**src/hw/rtl/sts_pkg.sv**
```systemverilog
// ---------------------------------------------------------------------------
// Source token scanner package
// Beat types, token codes and fixed field widths shared by the scanner files.
// ---------------------------------------------------------------------------
package sts_pkg;

  localparam int LINE_BITS   = 20;
  localparam int COLUMN_BITS = 16;
  localparam int MAX_RESULTS = 3;

  localparam logic [6:0] TK_EOF    = 7'd0;
  localparam logic [6:0] TK_ERROR  = 7'd1;
  localparam logic [6:0] TK_IDENT  = 7'd2;
  localparam logic [6:0] TK_INT    = 7'd3;
  localparam logic [6:0] TK_CHR    = 7'd4;
  localparam logic [6:0] TK_STR    = 7'd5;
  localparam logic [6:0] TK_KW0    = 7'd6;
  localparam logic [6:0] TK_ADD_AS = 7'd30;
  localparam logic [6:0] TK_PLUS   = 7'd31;
  localparam logic [6:0] TK_SUB_AS = 7'd32;
  localparam logic [6:0] TK_ARROW  = 7'd33;
  localparam logic [6:0] TK_MINUS  = 7'd34;
  localparam logic [6:0] TK_MUL_AS = 7'd35;
  localparam logic [6:0] TK_STAR   = 7'd36;
  localparam logic [6:0] TK_DIV_AS = 7'd37;
  localparam logic [6:0] TK_SLASH  = 7'd38;
  localparam logic [6:0] TK_MOD_AS = 7'd39;
  localparam logic [6:0] TK_PCT    = 7'd40;
  localparam logic [6:0] TK_LTE    = 7'd41;
  localparam logic [6:0] TK_LSH    = 7'd42;
  localparam logic [6:0] TK_LT     = 7'd43;
  localparam logic [6:0] TK_GTE    = 7'd44;
  localparam logic [6:0] TK_RSH    = 7'd45;
  localparam logic [6:0] TK_GT     = 7'd46;
  localparam logic [6:0] TK_EQ     = 7'd47;
  localparam logic [6:0] TK_ASSIGN = 7'd48;
  localparam logic [6:0] TK_NEQ    = 7'd49;
  localparam logic [6:0] TK_NOT    = 7'd50;
  localparam logic [6:0] TK_XOR_AS = 7'd51;
  localparam logic [6:0] TK_XOR    = 7'd52;
  localparam logic [6:0] TK_LAND   = 7'd53;
  localparam logic [6:0] TK_AND_AS = 7'd54;
  localparam logic [6:0] TK_AMP    = 7'd55;
  localparam logic [6:0] TK_LOR    = 7'd56;
  localparam logic [6:0] TK_OR_AS  = 7'd57;
  localparam logic [6:0] TK_BOR    = 7'd58;
  localparam logic [6:0] TK_AT     = 7'd59;
  localparam logic [6:0] TK_DOT    = 7'd60;
  localparam logic [6:0] TK_TILDE  = 7'd61;
  localparam logic [6:0] TK_COLON  = 7'd62;
  localparam logic [6:0] TK_SEMI   = 7'd63;
  localparam logic [6:0] TK_COMMA  = 7'd64;
  localparam logic [6:0] TK_LPAR   = 7'd65;
  localparam logic [6:0] TK_RPAR   = 7'd66;
  localparam logic [6:0] TK_LCUR   = 7'd67;
  localparam logic [6:0] TK_RCUR   = 7'd68;
  localparam logic [6:0] TK_LBRK   = 7'd69;
  localparam logic [6:0] TK_RBRK   = 7'd70;

  typedef struct packed {
    logic [7:0] ch;
    logic       end_of_input;
  } scan_in_t;

  typedef struct packed {
    logic                   record_kind;
    logic [6:0]             token_kind;
    logic [LINE_BITS-1:0]   line_number;
    logic [COLUMN_BITS-1:0] column_number;
    logic [7:0]             text_byte;
    logic                   last_of_run;
  } scan_out_t;

  typedef scan_out_t [MAX_RESULTS-1:0] result_set_t;

endpackage

```
**src/hw/rtl/sts_step.sv**
```systemverilog
// ---------------------------------------------------------------------------
// Scanner step
// Holds the scanner state and works out all beats caused by one character.
// ---------------------------------------------------------------------------
module sts_step (
  input  logic                clk,
  input  logic                rst,
  input  logic                fire,
  input  sts_pkg::scan_in_t   item,
  output sts_pkg::result_set_t res,
  output logic [1:0]          res_n
);

  localparam logic [3:0] M_IDLE      = 4'd0;
  localparam logic [3:0] M_WORD      = 4'd1;
  localparam logic [3:0] M_NUM       = 4'd2;
  localparam logic [3:0] M_OP        = 4'd3;
  localparam logic [3:0] M_COMMENT   = 4'd4;
  localparam logic [3:0] M_STR       = 4'd5;
  localparam logic [3:0] M_STR_ESC   = 4'd6;
  localparam logic [3:0] M_CHR_OPEN  = 4'd7;
  localparam logic [3:0] M_CHR_ESC   = 4'd8;
  localparam logic [3:0] M_CHR_CLOSE = 4'd9;

  typedef struct packed {
    logic [3:0]                     mode;
    logic [7:0]                     pend_op;
    logic [63:0]                    kw_buf;
    logic [3:0]                     word_len;
    logic [sts_pkg::LINE_BITS-1:0]   line;
    logic [sts_pkg::COLUMN_BITS-1:0] col;
    logic [sts_pkg::COLUMN_BITS-1:0] tok_col;
    logic                           esc_fail;
    logic [7:0]                     char_val;
  } scan_state_t;

  typedef struct packed {
    scan_state_t       st;
    logic              consumed;
    logic [1:0]        n;
    sts_pkg::scan_out_t r0;
    sts_pkg::scan_out_t r1;
  } pass_t;

  scan_state_t state;
  scan_state_t state_next;

  function automatic sts_pkg::scan_out_t mk(logic rk, logic [6:0] kind,
                                           logic [sts_pkg::LINE_BITS-1:0] ln,
                                           logic [sts_pkg::COLUMN_BITS-1:0] cl,
                                           logic [7:0] b);
    sts_pkg::scan_out_t r;
    r.record_kind   = rk;
    r.token_kind    = kind;
    r.line_number   = ln;
    r.column_number = cl;
    r.text_byte     = b;
    r.last_of_run   = 1'b0;
    return r;
  endfunction

  function automatic logic is_alpha(logic [7:0] c);
    return (c inside {["a":"z"], ["A":"Z"]});
  endfunction

  function automatic logic is_digit(logic [7:0] c);
    return (c inside {["0":"9"]});
  endfunction

  function automatic logic is_space(logic [7:0] c);
    return (c inside {8'h20, [8'h09:8'h0D]});
  endfunction

  // Bit 7 flags a valid operator.
  function automatic logic [7:0] single_kind(logic [7:0] p);
    logic [7:0] k;
    case (p)
      "+":     k = {1'b1, sts_pkg::TK_PLUS};
      "-":     k = {1'b1, sts_pkg::TK_MINUS};
      "*":     k = {1'b1, sts_pkg::TK_STAR};
      "/":     k = {1'b1, sts_pkg::TK_SLASH};
      "%":     k = {1'b1, sts_pkg::TK_PCT};
      "<":     k = {1'b1, sts_pkg::TK_LT};
      ">":     k = {1'b1, sts_pkg::TK_GT};
      "=":     k = {1'b1, sts_pkg::TK_ASSIGN};
      "!":     k = {1'b1, sts_pkg::TK_NOT};
      "^":     k = {1'b1, sts_pkg::TK_XOR};
      "&":     k = {1'b1, sts_pkg::TK_AMP};
      "|":     k = {1'b1, sts_pkg::TK_BOR};
      default: k = 8'h00;
    endcase
    return k;
  endfunction

  function automatic logic [7:0] pair_kind(logic [7:0] p, logic [7:0] c);
    logic [7:0] k;
    k = 8'h00;
    if (c == "=") begin
      case (p)
        "+":     k = {1'b1, sts_pkg::TK_ADD_AS};
        "-":     k = {1'b1, sts_pkg::TK_SUB_AS};
        "*":     k = {1'b1, sts_pkg::TK_MUL_AS};
        "/":     k = {1'b1, sts_pkg::TK_DIV_AS};
        "%":     k = {1'b1, sts_pkg::TK_MOD_AS};
        "<":     k = {1'b1, sts_pkg::TK_LTE};
        ">":     k = {1'b1, sts_pkg::TK_GTE};
        "=":     k = {1'b1, sts_pkg::TK_EQ};
        "!":     k = {1'b1, sts_pkg::TK_NEQ};
        "^":     k = {1'b1, sts_pkg::TK_XOR_AS};
        "&":     k = {1'b1, sts_pkg::TK_AND_AS};
        "|":     k = {1'b1, sts_pkg::TK_OR_AS};
        default: k = 8'h00;
      endcase
    end else if (p == "-" && c == ">") begin
      k = {1'b1, sts_pkg::TK_ARROW};
    end else if (p == "<" && c == "<") begin
      k = {1'b1, sts_pkg::TK_LSH};
    end else if (p == ">" && c == ">") begin
      k = {1'b1, sts_pkg::TK_RSH};
    end else if (p == "&" && c == "&") begin
      k = {1'b1, sts_pkg::TK_LAND};
    end else if (p == "|" && c == "|") begin
      k = {1'b1, sts_pkg::TK_LOR};
    end
    return k;
  endfunction

  function automatic logic [6:0] op_or_error(logic [7:0] p);
    logic [7:0] k;
    k = single_kind(p);
    return k[7] ? k[6:0] : sts_pkg::TK_ERROR;
  endfunction

  // Bit 8 flags a known escape.
  function automatic logic [8:0] escape_value(logic [7:0] x, logic [7:0] quote);
    logic [8:0] v;
    v = 9'h000;
    if (x == "n") v = {1'b1, 8'h0A};
    else if (x == "\\") v = {1'b1, 8'h5C};
    else if (x == quote) v = {1'b1, quote};
    else if (x == "0") v = {1'b1, 8'h00};
    return v;
  endfunction

  function automatic logic [63:0] kw_word(int i);
    logic [63:0] w;
    case (i)
      0:       w = "i32";
      1:       w = "let";
      2:       w = "if";
      3:       w = "true";
      4:       w = "false";
      5:       w = "i64";
      6:       w = "u32";
      7:       w = "u64";
      8:       w = "usize";
      9:       w = "const";
      10:      w = "break";
      11:      w = "continue";
      12:      w = "else";
      13:      w = "void";
      14:      w = "char";
      15:      w = "return";
      16:      w = "while";
      17:      w = "bool";
      18:      w = "struct";
      19:      w = "asm";
      20:      w = "sizeof";
      21:      w = "cast";
      22:      w = "null";
      23:      w = "proto";
      default: w = '1;
    endcase
    return w;
  endfunction

  function automatic logic [6:0] word_kind(logic [63:0] buf_v, logic [3:0] len);
    logic [6:0] k;
    k = sts_pkg::TK_IDENT;
    if (len <= 4'd8) begin
      for (int i = 0; i < 24; i++) begin
        if (kw_word(i) == buf_v) k = sts_pkg::TK_KW0 + 7'(i);
      end
    end
    return k;
  endfunction

  function automatic scan_state_t word_add(scan_state_t s, logic [7:0] c);
    scan_state_t t;
    t = s;
    if (s.word_len < 4'd8) t.kw_buf = {s.kw_buf[55:0], c};
    if (s.word_len < 4'd15) t.word_len = s.word_len + 4'd1;
    return t;
  endfunction

  function automatic pass_t scan_pass(scan_state_t s, logic [7:0] c);
    pass_t      p;
    logic [7:0] k;
    logic [8:0] e;
    p.st       = s;
    p.consumed = 1'b1;
    p.n        = 2'd0;
    p.r0       = '0;
    p.r1       = '0;
    case (s.mode)
      M_IDLE: begin
        if (!is_space(c)) begin
          p.st.tok_col = s.col;
          p.n = 2'd1;
          if (is_alpha(c) || c == "_") begin
            p.st.mode     = M_WORD;
            p.st.kw_buf   = {56'd0, c};
            p.st.word_len = 4'd1;
            p.r0 = mk(1'b0, sts_pkg::TK_IDENT, s.line, s.col, c);
          end else if (is_digit(c)) begin
            p.st.mode = M_NUM;
            p.r0 = mk(1'b0, sts_pkg::TK_INT, s.line, s.col, c);
          end else if (c == "'") begin
            p.st.mode = M_CHR_OPEN;
            p.st.esc_fail = 1'b0;
            p.n = 2'd0;
          end else if (c == "\"") begin
            p.st.mode = M_STR;
            p.st.esc_fail = 1'b0;
            p.n = 2'd0;
          end else if (single_kind(c) != 8'h00) begin
            p.st.mode = M_OP;
            p.st.pend_op = c;
            p.n = 2'd0;
          end else begin
            case (c)
              "@":     k = {1'b0, sts_pkg::TK_AT};
              ".":     k = {1'b0, sts_pkg::TK_DOT};
              "~":     k = {1'b0, sts_pkg::TK_TILDE};
              ":":     k = {1'b0, sts_pkg::TK_COLON};
              ";":     k = {1'b0, sts_pkg::TK_SEMI};
              ",":     k = {1'b0, sts_pkg::TK_COMMA};
              "(":     k = {1'b0, sts_pkg::TK_LPAR};
              ")":     k = {1'b0, sts_pkg::TK_RPAR};
              "{":     k = {1'b0, sts_pkg::TK_LCUR};
              "}":     k = {1'b0, sts_pkg::TK_RCUR};
              "[":     k = {1'b0, sts_pkg::TK_LBRK};
              "]":     k = {1'b0, sts_pkg::TK_RBRK};
              default: k = {1'b0, sts_pkg::TK_ERROR};
            endcase
            p.r0 = mk(1'b1, k[6:0], s.line, s.col, 8'h00);
          end
        end
      end
      M_WORD: begin
        p.n = 2'd1;
        if (is_alpha(c) || is_digit(c) || c == "_") begin
          p.st = word_add(s, c);
          p.r0 = mk(1'b0, sts_pkg::TK_IDENT, s.line, s.tok_col, c);
        end else begin
          p.r0 = mk(1'b1, word_kind(s.kw_buf, s.word_len), s.line, s.tok_col, 8'h00);
          p.st.mode = M_IDLE;
          p.consumed = 1'b0;
        end
      end
      M_NUM: begin
        p.n = 2'd1;
        if (is_digit(c)) begin
          p.r0 = mk(1'b0, sts_pkg::TK_INT, s.line, s.tok_col, c);
        end else begin
          p.r0 = mk(1'b1, sts_pkg::TK_INT, s.line, s.tok_col, 8'h00);
          p.st.mode = M_IDLE;
          p.consumed = 1'b0;
        end
      end
      M_OP: begin
        k = pair_kind(s.pend_op, c);
        if (k[7]) begin
          p.n = 2'd1;
          p.r0 = mk(1'b1, k[6:0], s.line, s.tok_col, 8'h00);
          p.st.mode = M_IDLE;
        end else if (s.pend_op == "-" && is_digit(c)) begin
          p.n = 2'd2;
          p.st.mode = M_NUM;
          p.r0 = mk(1'b0, sts_pkg::TK_INT, s.line, s.tok_col, "-");
          p.r1 = mk(1'b0, sts_pkg::TK_INT, s.line, s.tok_col, c);
        end else if (s.pend_op == "/" && c == "/") begin
          // The column counter parks on the first slash for the whole comment.
          p.st.mode = M_COMMENT;
          p.st.col = s.tok_col;
        end else begin
          p.n = 2'd1;
          p.r0 = mk(1'b1, op_or_error(s.pend_op), s.line, s.tok_col, 8'h00);
          p.st.mode = M_IDLE;
          p.consumed = 1'b0;
        end
      end
      M_COMMENT: begin
        if (c == 8'h0A) begin
          p.st.mode = M_IDLE;
          p.consumed = 1'b0;
        end
      end
      M_STR: begin
        if (c == "\"") begin
          p.n = 2'd1;
          p.r0 = mk(1'b1, s.esc_fail ? sts_pkg::TK_ERROR : sts_pkg::TK_STR,
                    s.line, s.tok_col, 8'h00);
          p.st.mode = M_IDLE;
        end else if (c == 8'h0A) begin
          p.n = 2'd1;
          p.r0 = mk(1'b1, sts_pkg::TK_ERROR, s.line, s.tok_col, 8'h00);
          p.st.mode = M_IDLE;
          p.consumed = 1'b0;
        end else if (c == "\\") begin
          p.st.mode = M_STR_ESC;
        end else begin
          p.n = 2'd1;
          p.r0 = mk(1'b0, sts_pkg::TK_STR, s.line, s.tok_col, c);
        end
      end
      M_STR_ESC: begin
        e = escape_value(c, "\"");
        p.st.mode = M_STR;
        p.n = 2'd1;
        if (!e[8]) begin
          p.st.esc_fail = 1'b1;
          p.r0 = mk(1'b0, sts_pkg::TK_STR, s.line, s.tok_col, "E");
          p.consumed = (c != 8'h0A);
        end else begin
          p.r0 = mk(1'b0, sts_pkg::TK_STR, s.line, s.tok_col, e[7:0]);
        end
      end
      M_CHR_OPEN: begin
        if (c == 8'h0A) begin
          p.n = 2'd1;
          p.r0 = mk(1'b1, sts_pkg::TK_ERROR, s.line, s.tok_col, 8'h00);
          p.st.mode = M_IDLE;
          p.consumed = 1'b0;
        end else if (c == "\\") begin
          p.st.mode = M_CHR_ESC;
        end else if (c == "'") begin
          p.n = 2'd1;
          p.r0 = mk(1'b1, sts_pkg::TK_ERROR, s.line, s.tok_col, 8'h00);
          p.st.mode = M_IDLE;
        end else begin
          p.st.char_val = c;
          p.st.mode = M_CHR_CLOSE;
        end
      end
      M_CHR_ESC: begin
        e = escape_value(c, "'");
        p.st.mode = M_CHR_CLOSE;
        if (!e[8]) begin
          p.st.esc_fail = 1'b1;
          p.st.char_val = "E";
          p.consumed = (c != 8'h0A);
        end else begin
          p.st.char_val = e[7:0];
        end
      end
      M_CHR_CLOSE: begin
        p.st.mode = M_IDLE;
        p.n = 2'd1;
        if (c == "'") begin
          if (s.esc_fail) begin
            p.r0 = mk(1'b1, sts_pkg::TK_ERROR, s.line, s.tok_col, 8'h00);
          end else begin
            p.n = 2'd2;
            p.r0 = mk(1'b0, sts_pkg::TK_CHR, s.line, s.tok_col, s.char_val);
            p.r1 = mk(1'b1, sts_pkg::TK_CHR, s.line, s.tok_col, 8'h00);
          end
        end else begin
          p.r0 = mk(1'b1, sts_pkg::TK_ERROR, s.line, s.tok_col, 8'h00);
          p.consumed = 1'b0;
        end
      end
      default: begin
        p.st.mode = M_IDLE;
        p.consumed = 1'b0;
      end
    endcase
    return p;
  endfunction

  // A byte is rescanned at most twice: an escape cut by a newline falls back
  // to the literal, which then closes with ERROR and leaves the newline to idle.
  pass_t p1, p2, p3;
  sts_pkg::scan_out_t cand [6];
  logic [1:0]         cand_n [3];
  logic [2:0]         n_acc;
  sts_pkg::result_set_t res_w;
  scan_state_t        s_end;

  always_comb begin
    p1 = scan_pass(state, item.ch);
    p2 = scan_pass(p1.st, item.ch);
    p3 = scan_pass(p2.st, item.ch);
    cand[0] = p1.r0;
    cand[1] = p1.r1;
    cand[2] = p2.r0;
    cand[3] = p2.r1;
    cand[4] = p3.r0;
    cand[5] = p3.r1;
    cand_n[0] = p1.n;
    cand_n[1] = p1.consumed ? 2'd0 : p2.n;
    cand_n[2] = (p1.consumed || p2.consumed) ? 2'd0 : p3.n;
    res_w = '0;
    n_acc = 3'd0;
    s_end = state;
    state_next = state;
    if (item.end_of_input) begin
      s_end.mode = M_IDLE;
      case (state.mode)
        M_WORD: begin
          res_w[0] = mk(1'b1, word_kind(state.kw_buf, state.word_len), state.line,
                        state.tok_col, 8'h00);
          n_acc = 3'd1;
        end
        M_NUM: begin
          res_w[0] = mk(1'b1, sts_pkg::TK_INT, state.line, state.tok_col, 8'h00);
          n_acc = 3'd1;
        end
        M_OP: begin
          res_w[0] = mk(1'b1, op_or_error(state.pend_op), state.line, state.tok_col,
                        8'h00);
          n_acc = 3'd1;
        end
        M_STR, M_STR_ESC, M_CHR_OPEN, M_CHR_ESC, M_CHR_CLOSE: begin
          res_w[0] = mk(1'b1, sts_pkg::TK_ERROR, state.line, state.tok_col, 8'h00);
          n_acc = 3'd1;
        end
        default: n_acc = 3'd0;
      endcase
      res_w[n_acc[1:0]] = mk(1'b1, sts_pkg::TK_EOF, state.line, state.col, 8'h00);
      n_acc = n_acc + 3'd1;
      state_next = s_end;
    end else begin
      for (int i = 0; i < 3; i++) begin
        for (int j = 0; j < 2; j++) begin
          if (2'(j) < cand_n[i] && n_acc < 3'd3) begin
            res_w[n_acc[1:0]] = cand[2*i+j];
            n_acc = n_acc + 3'd1;
          end
        end
      end
      state_next = p1.consumed ? p1.st : (p2.consumed ? p2.st : p3.st);
      if (item.ch == 8'h0A) begin
        if (state_next.line != '1) state_next.line = state_next.line + 1'b1;
        state_next.col = sts_pkg::COLUMN_BITS'(1);
      end else if (state_next.mode != M_COMMENT) begin
        if (state_next.col != '1) state_next.col = state_next.col + 1'b1;
      end
    end
    if (n_acc != 3'd0) res_w[n_acc[1:0] - 2'd1].last_of_run = 1'b1;
  end

  assign res   = res_w;
  assign res_n = n_acc[1:0];

  always_ff @(posedge clk) begin
    if (rst) begin
      state.mode     <= M_IDLE;
      state.pend_op  <= 8'h00;
      state.kw_buf   <= 64'd0;
      state.word_len <= 4'd0;
      state.line     <= sts_pkg::LINE_BITS'(1);
      state.col      <= sts_pkg::COLUMN_BITS'(1);
      state.tok_col  <= sts_pkg::COLUMN_BITS'(1);
      state.esc_fail <= 1'b0;
      state.char_val <= 8'h00;
    end else if (fire) begin
      state <= state_next;
    end
  end

endmodule

```
**src/hw/rtl/sts_fifo.sv**
```systemverilog
// ---------------------------------------------------------------------------
// Result queue
// Takes up to three beats per cycle, hands out one per cycle unless stalled.
// ---------------------------------------------------------------------------
module sts_fifo (
  input  logic                 clk,
  input  logic                 rst,
  input  logic                 push,
  input  sts_pkg::result_set_t wr_data,
  input  logic [1:0]           wr_n,
  output logic                 room,
  output logic                 rd_valid,
  input  logic                 rd_stall,
  output sts_pkg::scan_out_t   rd_data
);

  localparam int DEPTH = 8;
  localparam int AW    = $clog2(DEPTH);

  sts_pkg::scan_out_t mem [DEPTH];
  logic [AW-1:0] wr_ptr;
  logic [AW-1:0] rd_ptr;
  logic [AW:0]   cnt;
  logic          pop;
  logic [AW:0]   add_n;

  assign pop      = rd_valid && !rd_stall;
  assign rd_valid = (cnt != '0);
  assign rd_data  = mem[rd_ptr];
  assign room     = (cnt <= (AW+1)'(DEPTH - sts_pkg::MAX_RESULTS));
  assign add_n    = push ? (AW+1)'(wr_n) : '0;

  always_ff @(posedge clk) begin
    for (int i = 0; i < sts_pkg::MAX_RESULTS; i++) begin
      if (push && 2'(i) < wr_n) mem[wr_ptr + AW'(i)] <= wr_data[i];
    end
  end

  always_ff @(posedge clk) begin
    if (rst) begin
      wr_ptr <= '0;
      rd_ptr <= '0;
      cnt    <= '0;
    end else begin
      wr_ptr <= wr_ptr + add_n[AW-1:0];
      if (pop) rd_ptr <= rd_ptr + 1'b1;
      cnt <= cnt + add_n - (AW+1)'(pop);
    end
  end

  a_cnt_bound: assert property (@(posedge clk) disable iff (rst) cnt <= (AW+1)'(DEPTH))
    else $error("result queue overfilled");
  a_no_overrun: assert property (@(posedge clk) disable iff (rst) push |-> room)
    else $error("push without room");
  a_ptr_gap: assert property (@(posedge clk) disable iff (rst)
    (wr_ptr - rd_ptr) == cnt[AW-1:0])
    else $error("queue pointers disagree with count");

endmodule

```
**src/hw/rtl/source_token_scanner_core.sv**
```systemverilog
// ---------------------------------------------------------------------------
// Source token scanner
// Streaming lexer: one source byte per beat in, token records and text out.
// ---------------------------------------------------------------------------
// A byte is registered and scanned once the result queue has room; its beats
// are written into the queue. Throughput: one byte per cycle while the queue
// has room, bounded by the single output port that drains the queue at one
// beat per cycle unless stalled (up to three beats per byte).
// Reset: synchronous; the scanner returns to idle at line 1, column 1.
module source_token_scanner_core (
  input  logic               clk,
  input  logic               rst,
  input  logic               char_valid,
  output logic               char_stall,
  input  sts_pkg::scan_in_t  char_item,
  output logic               tok_valid,
  input  logic               tok_stall,
  output sts_pkg::scan_out_t tok_item
);

  logic                 in_vld;
  sts_pkg::scan_in_t    in_item;
  logic                 room;
  logic                 process;
  sts_pkg::result_set_t res;
  logic [1:0]           res_n;

  assign process    = in_vld && room;
  assign char_stall = in_vld && !room;

  always_ff @(posedge clk) begin
    if (rst) begin
      in_vld <= 1'b0;
    end else begin
      in_vld <= (char_valid && !char_stall) || (in_vld && !process);
    end
  end

  always_ff @(posedge clk) begin
    if (char_valid && !char_stall) in_item <= char_item;
  end

  sts_step u_step (
    .clk   (clk),
    .rst   (rst),
    .fire  (process),
    .item  (in_item),
    .res   (res),
    .res_n (res_n)
  );

  sts_fifo u_fifo (
    .clk      (clk),
    .rst      (rst),
    .push     (process),
    .wr_data  (res),
    .wr_n     (res_n),
    .room     (room),
    .rd_valid (tok_valid),
    .rd_stall (tok_stall),
    .rd_data  (tok_item)
  );

  a_eof_beat: assert property (@(posedge clk) disable iff (rst)
    process && in_item.end_of_input |-> res_n != 2'd0)
    else $error("end marker produced no beat");
  a_stall_holds: assert property (@(posedge clk) disable iff (rst)
    char_stall |-> in_vld)
    else $error("stall raised with no byte held");
  a_last_flag: assert property (@(posedge clk) disable iff (rst)
    process && res_n != 2'd0 |-> res[res_n - 2'd1].last_of_run)
    else $error("final beat of a byte lacks its last flag");

endmodule

```
**config.mk**
```make
export PLATFORM = sky130hd
export DESIGN_NAME = source_token_scanner_core
export DESIGN_NICKNAME = d
export VERILOG_FILES = /design/src/hw/rtl/sts_pkg.sv /design/src/hw/rtl/sts_step.sv /design/src/hw/rtl/sts_fifo.sv /design/src/hw/rtl/source_token_scanner_core.sv
export SDC_FILE = /design/constraint.sdc
export NUM_CORES = 2
export LEC_CHECK = 0
export ABC_AREA = 1
export BUFFER_PORTS_ARGS = -buffer_cell sky130_fd_sc_hd__buf_2
export CORE_ASPECT_RATIO = 1.75
export CORE_MARGIN = 2
export CORE_UTILIZATION = 24
export CTS_CLUSTER_DIAMETER = 150
export DETAILED_ROUTE_END_ITERATION = 10
export PLACE_DENSITY = 0.45
export SYNTH_ARGS = -nofsm -noshare
export SYNTH_HDL_FRONTEND = slang
export SYNTH_SLANG_ARGS = --single-unit
```
**constraint.sdc**
```tcl
create_clock -name clk -period 5.1 [get_ports clk]
set_input_delay 1.53 -clock clk [delete_from_list [all_inputs] [get_ports clk]]
set_output_delay 1.53 -clock clk [all_outputs]
set_load 0.1 [all_outputs]
```
# Yosys cells after proc, flatten, opt, wreduce, memory -nomap -nowiden
# Memory sizes are Yosys's and may differ from the RTL's. A register that Yosys moved wholly into a read port is not among the register bits.
# Cells that the tools add are included.
dict set report totals {
  register_bits 161
  mem_bits_rw 424
  in_bits 13
  wordCells 1104
  memories 1
}
dict set report classes {
  addsub 18
  magnitude_cmp 46
  n_eq_ne 195
  n_mux 758
  bitwise_logic 1
  reduce_logical 70
}
# name words word_bits read_ports rd_clocked_by_memory_dff wr line_no
set mem_list {}
lappend mem_list {u_fifo.mem 8 53 1 1 2 sts_fifo.sv:20} ;# sts_pkg::scan_out_t mem [DEPTH];
# cell count
set ops {}
lappend ops {{$mux W64} 267}
lappend ops {{$eq A64 B64 Y1} 96}
lappend ops {{$mux W53} 43}
lappend ops {{$mux W159} 11}
lappend ops {{$pmux W55 S8} 3}
lappend ops {{$bwmux W159} 7}
lappend ops {{$mux W55} 18}
lappend ops {{$demux W53 S2} 7}
lappend ops {{$pmux W8 S12} 7}
lappend ops {{$mux W54} 10}
lappend ops {{$mux W8} 67}
lappend ops {{$pmux W76 S2} 3}
lappend ops {{$mux W141} 3}
lappend ops {{$eq A8 B6 Y1 const B} 50}
lappend ops {{$mux W129} 3}
lappend ops {{$pmux W53 S2} 3}
lappend ops {{$mux W4} 74}
lappend ops {{$mux W47} 6}
lappend ops {{$mux W5} 53}
lappend ops {{$mux W80} 3}
lappend ops {{$pmux W53 S4} 1}
lappend ops {{$mux W68} 3}
lappend ops {{$mux W16} 12}
lappend ops {{$pmux W16 S2} 6}
lappend ops {{62 further kinds} 332}

# Depth between registers and ports, before layout
dict set report depth {
  depth_word 75
  mapped_depth 34
  depth_no_buf 30
}

# By module
# From an unflattened synthesis, not the netlist that was laid out.
dict set report unflattened {
  hier_cells 7186
  area_unflattened_um2 46746.1
}
# module n_inst cells_per_inst area_per_inst_um2
set modules_own_cells {}
lappend modules_own_cells {sts_fifo 1 3991 29137.9}
lappend modules_own_cells {sts_step 1 3177 17281.6}
lappend modules_own_cells {source_token_scanner_core 1 18 326.6}

# Worst setup path before layout
# OpenSTA, ideal clock, no wires.
dict set report synth_timing {
  kind {register to register}
  from {register in_item[4] in the netlist's numbering}
  to {memory u_fifo.mem[4][0] in the netlist's numbering (enable)}
  setup_ns 0.470
  t_arrival_ns 5.155
  required_ns 4.630
  path_slack_ns -0.526
  stages_incl_launch_ff 28
  path_buffers 4
  cell_sequence {edfxtp_1 -> buf_4 -> inv_2 -> buf_6 -> nand3_1 -> nand2_1 -> inv_2 -> nand2_1 -> nand2_2 -> nand2_4 -> nand2_2 -> buf_6 -> nand2_1 -> nand3_2 -> nor2_4 -> nand3_2 -> inv_2 -> nand2_2 -> nand2_2 -> nand3_2 -> nand2_4 -> nor2_2 -> buf_6 -> inv_2 -> nand2_2 -> nand3_1 -> nand3_1 -> o21ai_1}
}
# item line_no
set synth_rtl {}
lappend synth_rtl {{start: declaration} source_token_scanner_core.sv:22} ;# sts_pkg::scan_in_t in_item;
lappend synth_rtl {{start signal: assignment} source_token_scanner_core.sv:40} ;# if (char_valid && !char_stall) in_item <= char_item;
lappend synth_rtl {{end: declaration} sts_fifo.sv:20}

==> impl_results.md <==
* Outcome: finished clean
* Reg2reg path depth at 19
* Vias in the first global route at between 30,000 and 40,000
* # clock sinks at 588
* Final Power at 17.1 mW
* Final Cycle Share at 95.0%
* DR iter-0 viols at 3,049
* Largest net degree at the start of global routing at 190
* Yosys reg bits at 588
* DR vias/cell at 5.17
* Die area at 167,000 um^2
* WP data required at between 5000 and 6000 ps
* RSZ-0062 raised after global routing: no
* Sequential share of the synthesized area at 41.1%
* Detailed placement HPWL at 124,000 um
* Top FF cell, synth: edfxtp_1
* Final GP Congestion at approximately 0.98
* Largest area contributor in the netlist: edfxtp_1
* CP arrival at 5380 ps
* Place WS at around 470 ps
* CTS buffer count at 68
* Synth warn at 0
* Worst VDD drop at 0.267 mV
* Highest clock rate at 206 MHz
* DR WL/cell at about 23 um
* Pwr dens at about 380 nW/um^2
* Chip width at 309 um
* Headroom to the max-slew limit at 20.6%
* Worst Tran Pin Value at 1180 ps
* Die height at ~540 um
* Post-CTS Setup Repair Bufs at 0
* Post-synth net total at 5,437
* Setup TNS at 0 ps
* Final-stage net count at 5,417
* Startpoint class of the critical path: flop
* Reg-to-reg slack, setup at 260 ps
* Worst Hold Path Cells at 2
* Largest fanout on the critical path at 13
* Post-Place Cell Area at 42,500 um^2
* MaxCap Viol Count at 0
* Post-CTS sizing at 0
* P_leak at ~16 nW
* Vias at 39,400
* H-tree levels at 3
* Clock Skew at 44.1 ps
* Drt pass-1 iters at 7
* Worst-path clk slew at about 70 ps
* Synth unique cells at between 70 and 80
* Hold Vio Cnt, Final at 0
* Setup CP Type: reg2reg
* Core Footprint at 163,000 um^2
* Worst Hold Class: reg2reg
* Final Max Tran Viols at 0
* PortBufs at 67
* Top-area cell type share of the netlist area at 33.2%
* Grt ovf at 0
* Final non-filler cell area at approximately 45,000 um^2
* Period minus WS final at 4840 ps
* Post-route ant nets at 0
* Clock root buffer: clkbuf_16
* Clock insertion delay at the later pin of the skew report at 720 ps
* Post-synth EDFFs at 433
* First-pass GRT wire length at ~260,000 um
* Critical Path Sink Type: flop
* DRC at 0
* Post-Synthesis Cells at 5,407
* Num rows at slightly below 200
* Fin worst setup slack at 256 ps
* Num ports at 68
* Ys async rst share at 0%
* Final wirelength at 177,000 um
* Layout cell share with drive strength beyond 1 at 10.3%
* Finish-stage setup viols at 0
* Fin util at 27.6%
* Hold_buf cts at 0
* CTS Buffer Depth at 3
* Top cells by area, synth: edfxtp_1 33%, nand2_1 13%, dfxtp_1 7.9%, o21ai_0 7.3%, nor2_1 6.2%
* Area growth syn-to-layout at 14.5%
* CTS tree: built
* Synthesized area per cell at 7.24 um^2
* Mapped Area at between 30,000 and 40,000 um^2
* Initial Util at 24.1%
* Gr usage total at 20.9%
* Antenna violations before repair at 3
[final timing paths]
| path | startpoint | end |
|---|---|---|
| worst max register to register | in_item[2] | u_fifo.mem[3][1] |
| worst min register to register | u_fifo.rd_ptr[2] | flop |
| worst max-delay path | in_item[2] | u_fifo.mem[3][1] |
| worst min-delay path | u_fifo.rd_ptr[2] | flop |
[power by group]
part           total, mW  internal (mW)  switching [mW]
logic               6.40           1.30            5.11
registers           5.47           5.35           0.120
clock network       5.23           2.96            2.26
[cell type report]
| cell class | instances | area (um^2) |
|---|---|---|
| Antenna cell | 1 | 2.50 |
| Clock inverter | 29 | 378 |
| Clock buffer | 95 | 1920 |
| Sequential cell | 588 | 16100 |
| Fill cell | 17800 | 118000 |
| Inverter | 407 | 1580 |
| Tap cell | 2178 | 2730 |
| Timing Repair Buffer | 251 | 2110 |
| Multi-Input combinational cell | 4071 | 20000 |
[flip-flops by register name, indices dropped and copies added (netlist names), named ones only]
register       count
u_step.state       4
u_fifo.mem       424
in_item            9
u_fifo.cnt         4
in_vld             1
u_fifo.rd_ptr      3
u_step.s_end     117
u_fifo.wr_ptr      3
[per-stage QoR]
step,std cells,hold WS (ps)
floorplan,5407,433
global placement,7495,467
detailed placement,7495,470
CTS,7619,479
global route,7620,496
finish,7620,471
[layer usage]
metal	up-vias	track usage, %	wire, um	share of wire [%]
li1	18700	-	-	-
met1	18700	20.5	60200	34
met2	1383	39.0	93400	53
met3	586	3.10	8480	4.8
met4	0	15.5	15100	8.5
met5	-	0	0	0
[logic make-up after synthesis]
group,after synthesis,share of synthesized area (%)
and+or+nand+nor,2553,28.2
AOI/OAI and AO/OA,1491,21.8
buffers and inverters,748,8.10
DFF,588,41.1
adders and majority gates,17,0.581
xor gates and xnor gates,10,0.224
[placed cells by master, fill, tap and decap left out, drive strengths merged, types with 32 or more instances in the layout]
master,n
a21oi,296
a22oi,47
a31oi,220
buf,251
clkbuf,95
dfxtp,155
edfxtp,433
inv,407
nand2,1347
nand3,280
nand3b,32
nand4,67
nor2,691
nor3,83
nor4,41
o211ai,79
o21ai,699
o22ai,79
[worst max-delay path, stage by stage (launching register included)]
cell and delay (ps):
edfxtp_1 600, inv_2 190, nand2_1 60, nor2_1 170, inv_2 100, nor2_4 150, inv_2 120, buf_4 190
a211oi_1 320, nand3_1 430, nor2_1 280, inv_2 170, nor2_1 210, inv_2 100, nor2_4 190, buf_4 240
nand2_1 90, a31oi_1 800, nand2_1 120, o21ai_1 130
[synthesized netlist by cell type (4+ instances only)]
| cell | n |
|---|---|
| a22oi_1 | 46 |
| nand2_4 | 10 |
| ha_1 | 15 |
| nand2_2 | 20 |
| nand4_1 | 66 |
| buf_6 | 26 |
| nor3b_1 | 5 |
| a21oi_1 | 292 |
| o21ai_1 | 102 |
| inv_6 | 5 |
| inv_1 | 345 |
| nor2_1 | 649 |
| o211ai_1 | 78 |
| nor3_1 | 76 |
| nand3_4 | 4 |
| o2111ai_1 | 7 |
| nand3_1 | 265 |
| a211oi_1 | 8 |
| o21a_1 | 20 |
| edfxtp_1 | 433 |
| nor2_8 | 7 |
| o21bai_1 | 6 |
| buf_4 | 26 |
| o22ai_1 | 79 |
| nor2_4 | 13 |
| nand3b_1 | 32 |
| clkinv_1 | 4 |
| clkbuf_1 | 229 |
| o21ai_0 | 573 |
| nor3_4 | 4 |
| a31oi_1 | 219 |
| buf_1 | 25 |
| inv_2 | 51 |
| dfxtp_1 | 155 |
| nor2_2 | 22 |
| buf_2 | 35 |
| o31ai_1 | 5 |
| o21ai_2 | 23 |
| nor4_1 | 40 |
| xor2_1 | 9 |
| o221ai_1 | 8 |
| nand2_1 | 1316 |
| nand3_2 | 11 |
(Power assumes the default switching activity.)
